### config.mk
export PLATFORM = sky130hd
export DESIGN_NAME = lusp_ctrl
export DESIGN_NICKNAME = d
export VERILOG_FILES = /design/src/lusp_pkg.sv /design/src/lusp_ctrl.sv
export SDC_FILE = /design/constraint.sdc
export NUM_CORES = 1
export LEC_CHECK = 0
export ABC_AREA = 1
export BUFFER_PORTS_ARGS = -buffer_cell sky130_fd_sc_hd__buf_4
export CAP_MARGIN = 40
export CORE_ASPECT_RATIO = 1.1
export CORE_UTILIZATION = 30
export DETAILED_ROUTE_END_ITERATION = 7
export PLACE_DENSITY = 0.51
export SLEW_MARGIN = 5
export SYNTH_ARGS = -nofsm -noshare
export SYNTH_HDL_FRONTEND = slang
export SYNTH_SLANG_ARGS = --single-unit
### constraint.sdc
create_clock -name clk -period 2.47 [get_ports clk]
set_input_delay 0.494 -clock clk [delete_from_list [all_inputs] [get_ports clk]]
set_output_delay 0.494 -clock clk [all_outputs]
set_load 0.005 [all_outputs]
### src/lusp_pkg.sv
// Shared types, constants and helpers for the scaled-pivot LU block.
// Used by the controller, the datapath, the divider, the top level and the checker.
// No dependencies.
`default_nettype none

package lusp_pkg;

	// Matrix geometry and number format
	localparam int N_MAX     = 8;
	localparam int FRAC_BITS = 16;
	localparam int DATA_W    = 32;
	localparam int IDX_W     = $clog2(N_MAX);
	localparam int CNT_W     = IDX_W + 1;
	localparam int ADDR_W    = 2 * IDX_W;
	localparam int MEM_DEPTH = 1 << ADDR_W;
	localparam int SIZE_W    = 4;
	localparam int DIVD_W    = DATA_W + FRAC_BITS;
	localparam int PROD_W    = 2 * DATA_W;
	localparam int MS_W      = PROD_W - FRAC_BITS + 2;

	// Stream widths
	localparam int S_TUSER_W = 4;
	localparam int S_TDATA_W = ((2 * IDX_W + DATA_W + 7) / 8) * 8;
	localparam int M_TUSER_W = 1;
	localparam int M_TDATA_W = ((DATA_W + 1 + 7) / 8) * 8;

	localparam logic [DATA_W-1:0] Q_ONE = DATA_W'(1) << FRAC_BITS;

	// Opcodes, read selectors, result kinds
	localparam logic [1:0] OP_WRITE  = 2'd0;
	localparam logic [1:0] OP_DECOMP = 2'd1;
	localparam logic [1:0] OP_READ   = 2'd2;

	localparam logic [1:0] SEL_L = 2'd0;
	localparam logic [1:0] SEL_U = 2'd1;
	localparam logic [1:0] SEL_P = 2'd2;

	localparam logic KIND_STATUS = 1'b0;
	localparam logic KIND_READ   = 1'b1;

	typedef enum logic [4:0] {
		ST_IDLE, ST_RD_RESP, ST_INIT, ST_K_START, ST_ROW_START, ST_ROW_RD, ST_ROW_CMP,
		ST_RATIO, ST_RATIO_WAIT, ST_NEXT_ROW, ST_SWAP_CHK, ST_SW_RD_K, ST_SW_RD_T,
		ST_SW_WR_K, ST_SW_WR_T, ST_PIV_RD, ST_PIV_CHK, ST_EL_RD, ST_EL_DIV, ST_EL_WAIT,
		ST_EL_WR, ST_MS_RD_K, ST_MS_RD_I, ST_MS_WR, ST_EL_NEXT, ST_K_NEXT, ST_DIAG,
		ST_DONE
	} state_t;

	typedef enum logic [2:0] {UW_IN, UW_TMP, UW_RD, UW_ZERO, UW_MSUB} u_wsel_t;
	typedef enum logic [1:0] {LW_TMP, LW_RD, LW_M, LW_ONE} l_wsel_t;
	typedef enum logic {DS_RATIO, DS_ELIM} div_src_t;

	// Controller to datapath
	typedef struct packed {
		logic              u_re;
		logic              u_we;
		logic [ADDR_W-1:0] u_addr;
		u_wsel_t           u_wsel;
		logic              l_re;
		logic              l_we;
		logic [ADDR_W-1:0] l_addr;
		l_wsel_t           l_wsel;
		logic              l_clr;
		logic              perm_init;
		logic              perm_swap;
		logic              err_clr;
		logic              err_set;
		logic              cap_req;
		logic              mx_clr;
		logic              mx_upd;
		logic              cap_a;
		logic              best_clr;
		logic              best_upd;
		logic              div_start;
		div_src_t          div_src;
		logic              cap_tmp;
		logic              cap_piv;
		logic              cap_m;
		logic              cap_prod;
		logic              out_stat;
		logic              out_read;
		logic [IDX_W-1:0]  k_idx;
		logic [IDX_W-1:0]  i_idx;
	} lusp_cmd_t;

	// Datapath to controller
	typedef struct packed {
		logic             div_done;
		logic             mx_zero;
		logic             piv_zero;
		logic [IDX_W-1:0] t_idx;
		logic             out_blocked;
	} lusp_stat_t;

	function automatic logic [ADDR_W-1:0] elem_addr(input logic [IDX_W-1:0] r,
		input logic [IDX_W-1:0] c);
		return {r, c};
	endfunction

	function automatic logic [DATA_W-1:0] mag(input logic [DATA_W-1:0] v);
		return v[DATA_W-1] ? (~v + DATA_W'(1)) : v;
	endfunction

endpackage

`default_nettype wire

### src/lusp_ctrl.sv
// Controller: size register, loop counters and the sequencing state machine.
// Depends on lusp_pkg.
`default_nettype none

module lusp_ctrl (
	input  wire logic                        clk,
	input  wire logic                        arst_n,
	input  wire logic                        in_valid,
	output logic                             in_ready,
	input  wire logic [1:0]                  in_opcode,
	input  wire logic [lusp_pkg::IDX_W-1:0]  in_row,
	input  wire logic [lusp_pkg::IDX_W-1:0]  in_col,
	input  wire logic                        cfg_valid,
	output logic                             cfg_ready,
	input  wire logic [lusp_pkg::SIZE_W-1:0] cfg_data,
	output lusp_pkg::lusp_cmd_t              cmd,
	input  wire lusp_pkg::lusp_stat_t        stat
);
	import lusp_pkg::*;

	localparam logic [CNT_W-1:0] LAST_COL = CNT_W'(N_MAX - 1);

	state_t            state_q, state_d;
	logic [CNT_W-1:0]  k_q, k_d, i_q, i_d, j_q, j_d;
	logic [SIZE_W-1:0] size_q;
	logic [CNT_W-1:0]  n, nm1;
	logic [IDX_W-1:0]  k, i, j, t;
	logic              accept;

	// Clamp the dimension to 2..N_MAX
	always_comb begin
		if (size_q < SIZE_W'(2))
			n = CNT_W'(2);
		else if (size_q > SIZE_W'(N_MAX))
			n = CNT_W'(N_MAX);
		else
			n = CNT_W'(size_q);
		nm1 = n - CNT_W'(1);
	end

	assign k         = k_q[IDX_W-1:0];
	assign i         = i_q[IDX_W-1:0];
	assign j         = j_q[IDX_W-1:0];
	assign t         = stat.t_idx;
	assign in_ready  = (state_q == ST_IDLE) && !stat.out_blocked;
	assign accept    = in_valid && in_ready;
	assign cfg_ready = 1'b1;

	always_ff @(posedge clk or negedge arst_n) begin
		if (!arst_n) begin
			state_q <= ST_IDLE;
			k_q     <= '0;
			i_q     <= '0;
			j_q     <= '0;
			size_q  <= SIZE_W'(N_MAX);
		end else begin
			state_q <= state_d;
			k_q     <= k_d;
			i_q     <= i_d;
			j_q     <= j_d;
			if (cfg_valid && cfg_ready)
				size_q <= cfg_data;
		end
	end

	// Next state and counters
	always_comb begin
		state_d = state_q;
		k_d     = k_q;
		i_d     = i_q;
		j_d     = j_q;
		unique case (state_q)
			ST_IDLE: begin
				if (accept) begin
					case (in_opcode)
						OP_DECOMP: state_d = ST_INIT;
						OP_READ:   state_d = ST_RD_RESP;
						default:   state_d = ST_IDLE;
					endcase
				end
			end
			ST_RD_RESP: state_d = ST_IDLE;
			ST_INIT: begin
				k_d     = '0;
				state_d = ST_K_START;
			end
			ST_K_START: begin
				if (k_q + CNT_W'(1) >= n) begin
					i_d     = '0;
					state_d = ST_DIAG;
				end else begin
					i_d     = k_q;
					state_d = ST_ROW_START;
				end
			end
			ST_ROW_START: begin
				j_d     = '0;
				state_d = ST_ROW_RD;
			end
			ST_ROW_RD: state_d = ST_ROW_CMP;
			ST_ROW_CMP: begin
				if (j_q == nm1)
					state_d = ST_RATIO;
				else begin
					j_d     = j_q + CNT_W'(1);
					state_d = ST_ROW_RD;
				end
			end
			ST_RATIO: state_d = stat.mx_zero ? ST_NEXT_ROW : ST_RATIO_WAIT;
			ST_RATIO_WAIT: begin
				if (stat.div_done)
					state_d = ST_NEXT_ROW;
			end
			ST_NEXT_ROW: begin
				if (i_q == nm1)
					state_d = ST_SWAP_CHK;
				else begin
					i_d     = i_q + CNT_W'(1);
					state_d = ST_ROW_START;
				end
			end
			ST_SWAP_CHK: begin
				if (t == k)
					state_d = ST_PIV_RD;
				else begin
					j_d     = '0;
					state_d = ST_SW_RD_K;
				end
			end
			ST_SW_RD_K: state_d = ST_SW_RD_T;
			ST_SW_RD_T: state_d = ST_SW_WR_K;
			ST_SW_WR_K: state_d = ST_SW_WR_T;
			ST_SW_WR_T: begin
				if (j_q == LAST_COL)
					state_d = ST_PIV_RD;
				else begin
					j_d     = j_q + CNT_W'(1);
					state_d = ST_SW_RD_K;
				end
			end
			ST_PIV_RD: state_d = ST_PIV_CHK;
			ST_PIV_CHK: begin
				if (stat.piv_zero) begin
					i_d     = '0;
					state_d = ST_DIAG;
				end else begin
					i_d     = k_q + CNT_W'(1);
					state_d = ST_EL_RD;
				end
			end
			ST_EL_RD:  state_d = ST_EL_DIV;
			ST_EL_DIV: state_d = ST_EL_WAIT;
			ST_EL_WAIT: begin
				if (stat.div_done)
					state_d = ST_EL_WR;
			end
			ST_EL_WR: begin
				j_d     = k_q + CNT_W'(1);
				state_d = ST_MS_RD_K;
			end
			ST_MS_RD_K: state_d = ST_MS_RD_I;
			ST_MS_RD_I: state_d = ST_MS_WR;
			ST_MS_WR: begin
				if (j_q == nm1)
					state_d = ST_EL_NEXT;
				else begin
					j_d     = j_q + CNT_W'(1);
					state_d = ST_MS_RD_K;
				end
			end
			ST_EL_NEXT: begin
				if (i_q == nm1)
					state_d = ST_K_NEXT;
				else begin
					i_d     = i_q + CNT_W'(1);
					state_d = ST_EL_RD;
				end
			end
			ST_K_NEXT: begin
				k_d     = k_q + CNT_W'(1);
				state_d = ST_K_START;
			end
			ST_DIAG: begin
				if (i_q == nm1)
					state_d = ST_DONE;
				else
					i_d = i_q + CNT_W'(1);
			end
			ST_DONE: state_d = ST_IDLE;
			default: state_d = ST_IDLE;
		endcase
	end

	// Datapath commands
	always_comb begin
		cmd       = '0;
		cmd.k_idx = k;
		cmd.i_idx = i;
		unique case (state_q)
			ST_IDLE: begin
				if (accept && (in_opcode == OP_WRITE)) begin
					cmd.u_we   = 1'b1;
					cmd.u_addr = elem_addr(in_row, in_col);
					cmd.u_wsel = UW_IN;
				end else if (accept && (in_opcode == OP_READ)) begin
					cmd.u_re    = 1'b1;
					cmd.l_re    = 1'b1;
					cmd.u_addr  = elem_addr(in_row, in_col);
					cmd.l_addr  = elem_addr(in_row, in_col);
					cmd.cap_req = 1'b1;
				end
			end
			ST_RD_RESP: cmd.out_read = 1'b1;
			ST_INIT: begin
				cmd.l_clr     = 1'b1;
				cmd.perm_init = 1'b1;
				cmd.err_clr   = 1'b1;
			end
			ST_K_START:   cmd.best_clr = 1'b1;
			ST_ROW_START: cmd.mx_clr = 1'b1;
			ST_ROW_RD: begin
				cmd.u_re   = 1'b1;
				cmd.u_addr = elem_addr(i, j);
			end
			ST_ROW_CMP: begin
				cmd.mx_upd = 1'b1;
				cmd.cap_a  = (j_q == k_q);
			end
			ST_RATIO: begin
				cmd.div_start = !stat.mx_zero;
				cmd.div_src   = DS_RATIO;
			end
			ST_RATIO_WAIT: cmd.best_upd = stat.div_done;
			ST_SW_RD_K: begin
				cmd.u_re   = 1'b1;
				cmd.l_re   = 1'b1;
				cmd.u_addr = elem_addr(k, j);
				cmd.l_addr = elem_addr(k, j);
			end
			ST_SW_RD_T: begin
				cmd.u_re    = 1'b1;
				cmd.l_re    = 1'b1;
				cmd.u_addr  = elem_addr(t, j);
				cmd.l_addr  = elem_addr(t, j);
				cmd.cap_tmp = 1'b1;
			end
			ST_SW_WR_K: begin
				cmd.u_we   = 1'b1;
				cmd.l_we   = 1'b1;
				cmd.u_addr = elem_addr(k, j);
				cmd.l_addr = elem_addr(k, j);
				cmd.u_wsel = UW_RD;
				cmd.l_wsel = LW_RD;
			end
			ST_SW_WR_T: begin
				cmd.u_we      = 1'b1;
				cmd.l_we      = 1'b1;
				cmd.u_addr    = elem_addr(t, j);
				cmd.l_addr    = elem_addr(t, j);
				cmd.u_wsel    = UW_TMP;
				cmd.l_wsel    = LW_TMP;
				cmd.perm_swap = (j_q == LAST_COL);
			end
			ST_PIV_RD: begin
				cmd.u_re   = 1'b1;
				cmd.u_addr = elem_addr(k, k);
			end
			ST_PIV_CHK: begin
				cmd.cap_piv = 1'b1;
				cmd.err_set = stat.piv_zero;
			end
			ST_EL_RD: begin
				cmd.u_re   = 1'b1;
				cmd.u_addr = elem_addr(i, k);
			end
			ST_EL_DIV: begin
				cmd.div_start = 1'b1;
				cmd.div_src   = DS_ELIM;
			end
			ST_EL_WAIT: cmd.cap_m = stat.div_done;
			ST_EL_WR: begin
				cmd.u_we   = 1'b1;
				cmd.l_we   = 1'b1;
				cmd.u_addr = elem_addr(i, k);
				cmd.l_addr = elem_addr(i, k);
				cmd.u_wsel = UW_ZERO;
				cmd.l_wsel = LW_M;
			end
			ST_MS_RD_K: begin
				cmd.u_re   = 1'b1;
				cmd.u_addr = elem_addr(k, j);
			end
			ST_MS_RD_I: begin
				cmd.u_re     = 1'b1;
				cmd.u_addr   = elem_addr(i, j);
				cmd.cap_prod = 1'b1;
			end
			ST_MS_WR: begin
				cmd.u_we   = 1'b1;
				cmd.u_addr = elem_addr(i, j);
				cmd.u_wsel = UW_MSUB;
			end
			ST_DIAG: begin
				cmd.l_we   = 1'b1;
				cmd.l_addr = elem_addr(i, i);
				cmd.l_wsel = LW_ONE;
			end
			ST_DONE: cmd.out_stat = 1'b1;
			default: ;
		endcase
	end

endmodule

`default_nettype wire

==> run metrics, run 1 <==
status=finished clean; Placer Congestion=0.923; largest net degree at the start of global routing=22; drt first-iter violations=approximately 170; Final Critical Period=2.37 ns; Yosys cell types=between 40 and 50; worst vdd ir=236 uV; initial antenna violation count=0; register area share after synthesis=20.9%; commonest non-fill, non-tap cell in the layout=nand2_1; Layout Nets=528; maximum clock frequency=423 MHz; Via Count=3,068; placed cell count=~600; Total GRT Usage=21.2%; worst path cell trace=inv_4 > nand2_1 > nor2_4 > inv_1 > nor2_2 > nor2_1 > o2111ai_1 > buf_4; Die H=98.1 microns; area grow syn2layout=29.9%; Leakage Power=between 0.0015 and 0.002 uW; clock root buffer=clkbuf_8; CP Capture Type=output pin; drc violations=0; CP Launch Type=flip-flop; Clock Skew=~0.0054 ns; FILL cells=859; H-tree Lvls=1; CTS Buffer Depth=2; Cells after Synth=426; Critical Path Fanout Max=6; maxcap violations=0; CTS tree=yes; Vias/cell=5.08; drt first pass iters=4; Final Hold Vio Count=0; CP Class=flip-flop to output pin; Initial Util=31.3%; Final setup viols=0; I/O Buffers=69; PD cells=618 nW/um^2; Non-Filler Instances=604; Critical Path RT=1.98 ns; YS warnings=0; slowest CP cell=dfrtp_2; Post-Syn Area per Cell=5.91 sq um; number of synthesized flops with an enable pin=0; most frequent cells in the layout=145 x nand2_1, 83 x buf_4, 46 x inv_1; R2R cell count=15; Routed WL per cell=15.0 microns; Syn Nets=457; DRT Wirelength=9050 microns; vias in the first global route=~2.9k; number of max-slew violations in the final report=0; Placeable Area=8040 sq um; Synth Flop Type=dfrtp_1; fin crit share=95.8%; Die ar.=between 8000 and 9000 sq um; #FFs+latches synth=21; RSZ-0062 raised after global routing=no; Antenna Nets Post-Route=0; die width=89.4 microns; ant diodes=0; Async SR Flop Fraction=100%; layout cells sized above 1=26.8%; worst min-delay path class=input pin to asynchronous set/reset pin; total clock sinks=21; hpwl dp=7580 microns; Final TNS setup=0 ns; std cell rows=34; CTS buffer count=3; clk slew on worst S/H paths=0.08 ns; crit path DAT=around 1.9 ns; first-pass GRT wire length=14,300 microns; I/O pin total=71; fin util=40.7%; Post-Syn Area=~2500 sq um; max incr delay on CP=0.47 ns; Clock Latency Late Sink=0.27 ns; grt ovf=0
-- cell type report --
| type | instances | area [sq um] | share of cell area (%) |
|---|---|---|---|
| Multi-Input combinational cell | 331 | 1720 | 52.5 |
| Timing Repair Buffer | 83 | 623 | 19.0 |
| Sequential cell | 21 | 533 | 16.3 |
| Inverter | 57 | 219 | 6.69 |
| Tap cell | 108 | 135 | 4.13 |
| Clock buffer | 4 | 45.0 | 1.38 |
-- metrics by stage --
stage | setup WS (ns) | cell area (sq um) | total power (uW) | hold slack, ns
after global routing | 0.000745 | 3270 | 2180 | 0.118
after global placement | 0.143 | 3150 | 1690 | 0.405
after floorplan | 0.508 | 2520 | 1270 | 0.198
after CTS | 0.0286 | 3200 | 1930 | 0.110
after detailed placement | 0.141 | 3150 | 1690 | 0.402
final | 0.103 | 3270 | 2020 | 0.103
-- power breakdown --
part / leakage [uW] / internal (uW) / total [uW] / switching [uW]
Clock: 0.0000228 / 115 / 233 / 118
Sequential: 0.000274 / 406 / 536 / 130
Combinational: 0.00157 / 474 / 1250 / 777
Total: 0.00187 / 996 / 2020 / 1030
-- kinds of logic after synthesis --
logic type                 Yosys count  synth area share, %
adders and majority gates            8                 3.97
DFF                                 21                 20.9
other                                1                0.149
AOI/OAI and AO/OA                   38                 10.4
and+or+nand+nor                    276                 48.8
buffers and inverters               74                 13.0
xor gates and xnor gates             8                 2.78
-- critical path, delay by kind of cell, from the launching register on --
family | cells | cell delay (ns)
compound gates | 1 | 0.25
buf+inv | 3 | 0.35
flops | 1 | 0.47
simple gates | 4 | 0.54
-- layer usage --
layer	wire [microns]	vias to the layer above	global-route usage [%]
li1	-	1511	-
met1	3950	1424	27.9
met2	4330	110	35.0
met3	466	23	2.45
met4	300	0	8.06
met5	0	-	0
-- flip-flops by register name, indices dropped and copies added, names as in the netlist --
register	flops
state_q	5
size_q	4
i_q	4
k_q	4
j_q	4
-- synth_stat cells (2+ instances only) --
master / count / area share, %
nor2_1: 49 / 7.3
nor2_2: 6 / 1.5
inv_2: 8 / 1.2
dfrtp_1: 20 / 20
o21ai_2: 2 / 0.70
nand4_1: 13 / 3.2
nor3_1: 2 / 0.40
o2111ai_1: 6 / 2.1
nand2_2: 4 / 0.99
ha_1: 8 / 4.0
nand3_2: 2 / 0.79
nand3_1: 40 / 7.9
buf_4: 10 / 3.0
o211ai_1: 3 / 0.89
nor4_1: 2 / 0.50
o22ai_1: 3 / 0.75
a22oi_1: 6 / 1.8
nor2_4: 4 / 1.8
a21oi_1: 3 / 0.60
inv_1: 47 / 7.0
buf_2: 2 / 0.40
o21ai_0: 11 / 2.2
clkbuf_1: 4 / 0.60
xor2_1: 7 / 2.4
nand2_1: 147 / 22
-- path summary, 6_finish.rpt --
path / start / end / slack [ns]
setup / recovery: state_q[4] / cmd[29] / 0.10
hold / removal: arst_n / size_q[2] / 0.10
setup reg to reg: size_q[3] / j_q[0] / 0.21
hold reg to reg: i_q[3] / i_q[3] / 0.49
max in group asynchronous: arst_n / size_q[3] / 2.09
min in group clk: cfg_data[2] / size_q[2] / 0.42
-- what timing repair did --
action	in CTS	in global routing
buffers inserted	0	2
gates resized for setup	0	21
hold buffers	0	0
endpoints found under the setup margin	0	20
(Power assumes the default switching activity.)
==> run 2: changes to the inputs <==
Settings changed: BUFFER_PORTS_ARGS -buffer_cell sky130_fd_sc_hd__buf_4 to -buffer_cell sky130_fd_sc_hd__buf_2, CAP_MARGIN 40 to 20.
==> run metrics, run 2 (synthesized netlist as in run 1, its figures left out) <==
status=finished clean; Final Critical Period=2.33 ns; CP Class=flip-flop to output pin; Routed WL per cell=14.8 microns; Final TNS setup=0 ns; Initial Util=31.3%; worst min-delay path class=input pin to asynchronous set/reset pin; Antenna Nets Post-Route=0; area grow syn2layout=21.8%; CTS tree=yes; Vias/cell=5.05; crit-path most repeated cell=nor2_2; Total GRT Usage=20.9%; worst vdd ir=244 uV; DRT Wirelength=8950 microns; commonest non-fill, non-tap cell in the layout=nand2_1; maximum clock frequency=430 MHz; I/O Buffers=a little under 70; CTS Hold Bufs=0; Clock Latency Late Sink=around 0.26 ns; die width=around 89 microns; clk slew on worst S/H paths=roughly 0.080 ns; final std cell area, no fill=roughly 3100 sq um; Via Count=3,045; PD cells=626 nW/um^2; CTS Buffer Depth=2; hpwl dp=7420 microns; clock root buffer=clkbuf_8; FILL cells=938; first-pass GRT wire length=14,200 microns; Layout Nets=527; Final Hold Vio Count=0; Critical Path Fanout Max=6; grt ovf=0; R2R cell count=12; fin crit share=94.2%; Post-Place Cell Area=2970 sq um; max incr delay on CP=0.44 ns; Leakage Power=0.00185 uW; crit path DAT=roughly 1.8 ns; Placer Congestion=0.929; worst slew pin tran=0.516 ns; worst path cell trace=inv_4 > nand2_1 > nor2_2 > inv_1 > nor2_2 > nor2_1 > o2111ai_1 > buf_2; placed cell count=597; I/O pin total=between 70 and 80; CP Launch Type=flip-flop; final hold slack=0.193 ns; CTS buffer count=3; maxcap violations=0; Clock Skew=0.00205 ns; drc violations=0; drt first pass iters=4; CP Capture Type=output pin; largest net degree at the start of global routing=22; layout cells sized above 1=26.1%; H-tree Lvls=1; ant diodes=0; Final setup viols=0; number of max-slew violations in the final report=0; slew margin rel.=about 66%; vias in the first global route=2,845; std cell rows=34; drt first-iter violations=roughly 160; max FFs per register=5; Placeable Area=8040 sq um; Biggest register=state_q; Final WS setup=approximately 0.14 ns; Die ar.=8770 sq um; Critical Path RT=about 2.0 ns; total clock sinks=21; initial antenna violation count=0; setup slack after placement=0.158 ns; Die H=98.1 microns; slowest CP cell=dfrtp_1; most frequent cells in the layout=145 x nand2_1, 69 x buf_2, 47 x inv_1; Non-Filler Instances=603
## run 2: cell count changes in the layout (fill, tap and decap cells not counted)
| cell | delta |
|---|---|
| nor2_1 | +1 |
| dfrtp_2 | -1 |
| inv_4 | -1 |
| buf_2 | +69 |
| nand3_4 | -1 |
| nand3_2 | +1 |
| buf_4 | -70 |
| dfrtp_1 | +1 |
| nor2_4 | -2 |
| nor2_2 | +1 |
| inv_1 | +1 |
## run 2: layer usage
layer	track usage, %	wire length [microns]	vias up
li1	-	-	1504
met1	28.2	3960	1424
met2	35.6	4390	103
met3	1.69	423	14
met4	4.76	172	0
met5	0	0	-
## run 2: critical path: cells and delay by family (launching register included)
kind	cells	cell delay (ns)
and+or+nand+nor	4	0.56
DFF	1	0.44
AOI/OAI and AO/OA	1	0.22
buffers and inverters	3	0.35
## run 2: final timing paths
kind / slack (ns) / from / end
setup reg to reg: 0.21 / k_q[1] / state_q[1]
hold reg to reg: 0.50 / i_q[3] / i_q[3]
hold / removal: 0.19 / arst_n / size_q[0]
max in group asynchronous: 1.90 / arst_n / state_q[2]
setup / recovery: 0.14 / state_q[4] / cmd[28]
min in group clk: 0.42 / cfg_data[2] / size_q[2]
## run 2: metrics by stage
stage | power (uW) | util, %
global placement | 1640 | 36.9
finish | 1920 | 38.2
CTS | 1870 | 37.5
detailed placement | 1630 | 36.9
global route | 2090 | 38.2
floorplan | 1270 | -
## run 2: report_power, final
part	total (uW)	internal [uW]	leakage (uW)	switching (uW)
clock network	236	115	0.0000228	121
logic	1150	407	0.00155	746
registers	530	405	0.000276	125
total	1920	927	0.00185	992
## run 2: cell type report
cell class / count / area (sq um) / share of cell area (%)
multi-input cells: 331 / 1700 / 55.3
flip-flops and latches: 21 / 532 / 17.3
repair buffers: 82 / 443 / 14.4
inverters: 57 / 216 / 7.06
well taps: 108 / 135 / 4.40
clock buffers: 4 / 45.0 / 1.47
## run 2: timing repair
action	4_1_cts	5_1_grt
setup buffers	0	2
setup endpoints to repair	0	21
gates resized for setup	0	14
==> run 3: changes to the inputs <==
Settings changed: CTS_BUF_LIST set to sky130_fd_sc_hd__clkbuf_2 sky130_fd_sc_hd__clkbuf_4 sky130_fd_sc_hd__clkbuf_8.
==> run metrics, run 3 (synthesized netlist as in run 1, its figures left out) <==
CTS tree=yes; commonest non-fill, non-tap cell in the layout=nand2_1; Antenna Nets Post-Route=0; Final Critical Period=2.33 ns; drt first pass iters=5; Leakage Power=approximately 0.0019 uW; worst vdd ir=between 200 and 250 uV; worst reg2reg setup slack=0.21 ns; vias in the first global route=2,845; worst slew pin tran=0.516 ns; H-tree Lvls=1; most frequent cells in the layout=145 x nand2_1, 69 x buf_2, 47 x inv_1; reg2reg end=state_q[1]; die width=around 89 microns; Die H=approximately 98 microns; Total GRT Usage=20.9%; layout cells sized above 1=26.3%; grt ovf=0; maxcap violations=0; number of max-slew violations in the final report=0; slew margin rel.=between 60% and 70%; maximum clock frequency=430 MHz; CP Launch Type=flip-flop; max FFs per register=5; Layout Nets=527; initial antenna violation count=0; Clock Latency Late Sink=0.26 ns; CTS Hold Bufs=0; worst min-delay path class=input pin to asynchronous set/reset pin; Vias/cell=5.08; DRT Wirelength=8950 microns; final hold slack=0.195 ns; Final setup viols=0; Critical Path RT=1.98 ns; drc violations=0; R2R cell count=12; crit path DAT=1.83 ns; total clock sinks=21; drt first-iter violations=158; CP Class=flip-flop to output pin; CTS buffer count=3; Die ar.=8770 sq um; Placer Congestion=0.929; status=finished clean; fin crit share=a little over nine tenths; Final WS setup=0.144 ns; largest net degree at the start of global routing=22; CP Capture Type=output pin; I/O Buffers=69; CTS Buffer Depth=2; Final Hold Vio Count=0; Clock Skew=0.00206 ns; ant diodes=0; setup slack after placement=around 0.16 ns; reg-to-reg critical path startpoint=k_q[1]; Biggest register=state_q; Critical Path Fanout Max=6; clk slew on worst S/H paths=approximately 0.08 ns; std cell rows=34; hpwl dp=7420 microns; PD cells=628 nW/um^2; area grow syn2layout=22.0%; first-pass GRT wire length=14,200 microns; I/O pin total=approximately 70; Placeable Area=8040 sq um; Via Count=3,065; Routed WL per cell=14.8 microns; Initial Util=31.3%; clock root buffer=clkbuf_8
-- run 3: changes by cell type in the layout (fill, tap and decap cells not counted) --
cell and change:
clkbuf_1 -1, clkbuf_4 +1
-- run 3: critical path, stage by stage, from the launching register on --
cell,delay [ns]
dfrtp_1,0.44
inv_4,0.10
nand2_1,0.10
nor2_2,0.16
inv_1,0.10
nor2_2,0.16
nor2_1,0.14
o2111ai_1,0.22
buf_2,0.15
-- run 3: layout make-up --
type,count,area (sq um)
well taps,108,135
flip-flops and latches,21,532
fillers,938,4970
inverters,57,216
clock buffers,4,48.8
repair buffers,82,443
multi-input cells,331,1700
-- run 3: through the flow --
step	util [%]	cell area, sq um	cells	total power, uW	TNS (ns)
6_report	38.2	3070	603	1930	0
5_1_grt	38.2	3070	603	2100	-0.0134
4_1_cts	37.6	3020	601	1880	0
3_5_place_dp	36.9	2970	597	1630	0
3_3_place_gp	36.9	2970	597	1640	0
2_1_floorplan	-	2520	426	1270	0
-- run 3: what timing repair did --
item / in CTS / in global routing
endpoints found under the setup margin: 0 / 21
hold endpoints to repair: 0 / 0
gates resized for setup: 0 / 14
setup buffers: 0 / 2
-- run 3: worst max-delay path by stage --
stage / startpoint / endpoint / slack, ns / depth (start not counted)
final: state_q[4] / cmd[28] / 0.14 / 8
after global routing: state_q[3] / cmd[39] / -0.01 / 10
after CTS: state_q[3] / cmd[29] / 0.04 / 7
after detailed placement: size_q[3] / i_q[3] / 0.16 / 15
after global placement: size_q[3] / i_q[3] / 0.18 / 15
after floorplan: size_q[3] / i_q[0] / 0.51 / 15
-- run 3: report_power, final --
part	switching, uW	total [uW]	internal [uW]
sequential	125	530	405
clock	120	246	126
combinational	746	1150	407
-- run 3: routing by layer --
metal / share of wire [%] / routed length [microns] / GRT usage (%)
met3: 5.0 / 450 / 1.69
met4: 1.9 / 174 / 4.76
met5: 0 / 0 / 0
met1: 44 / 3930 / 28.2
met2: 49 / 4400 / 35.6
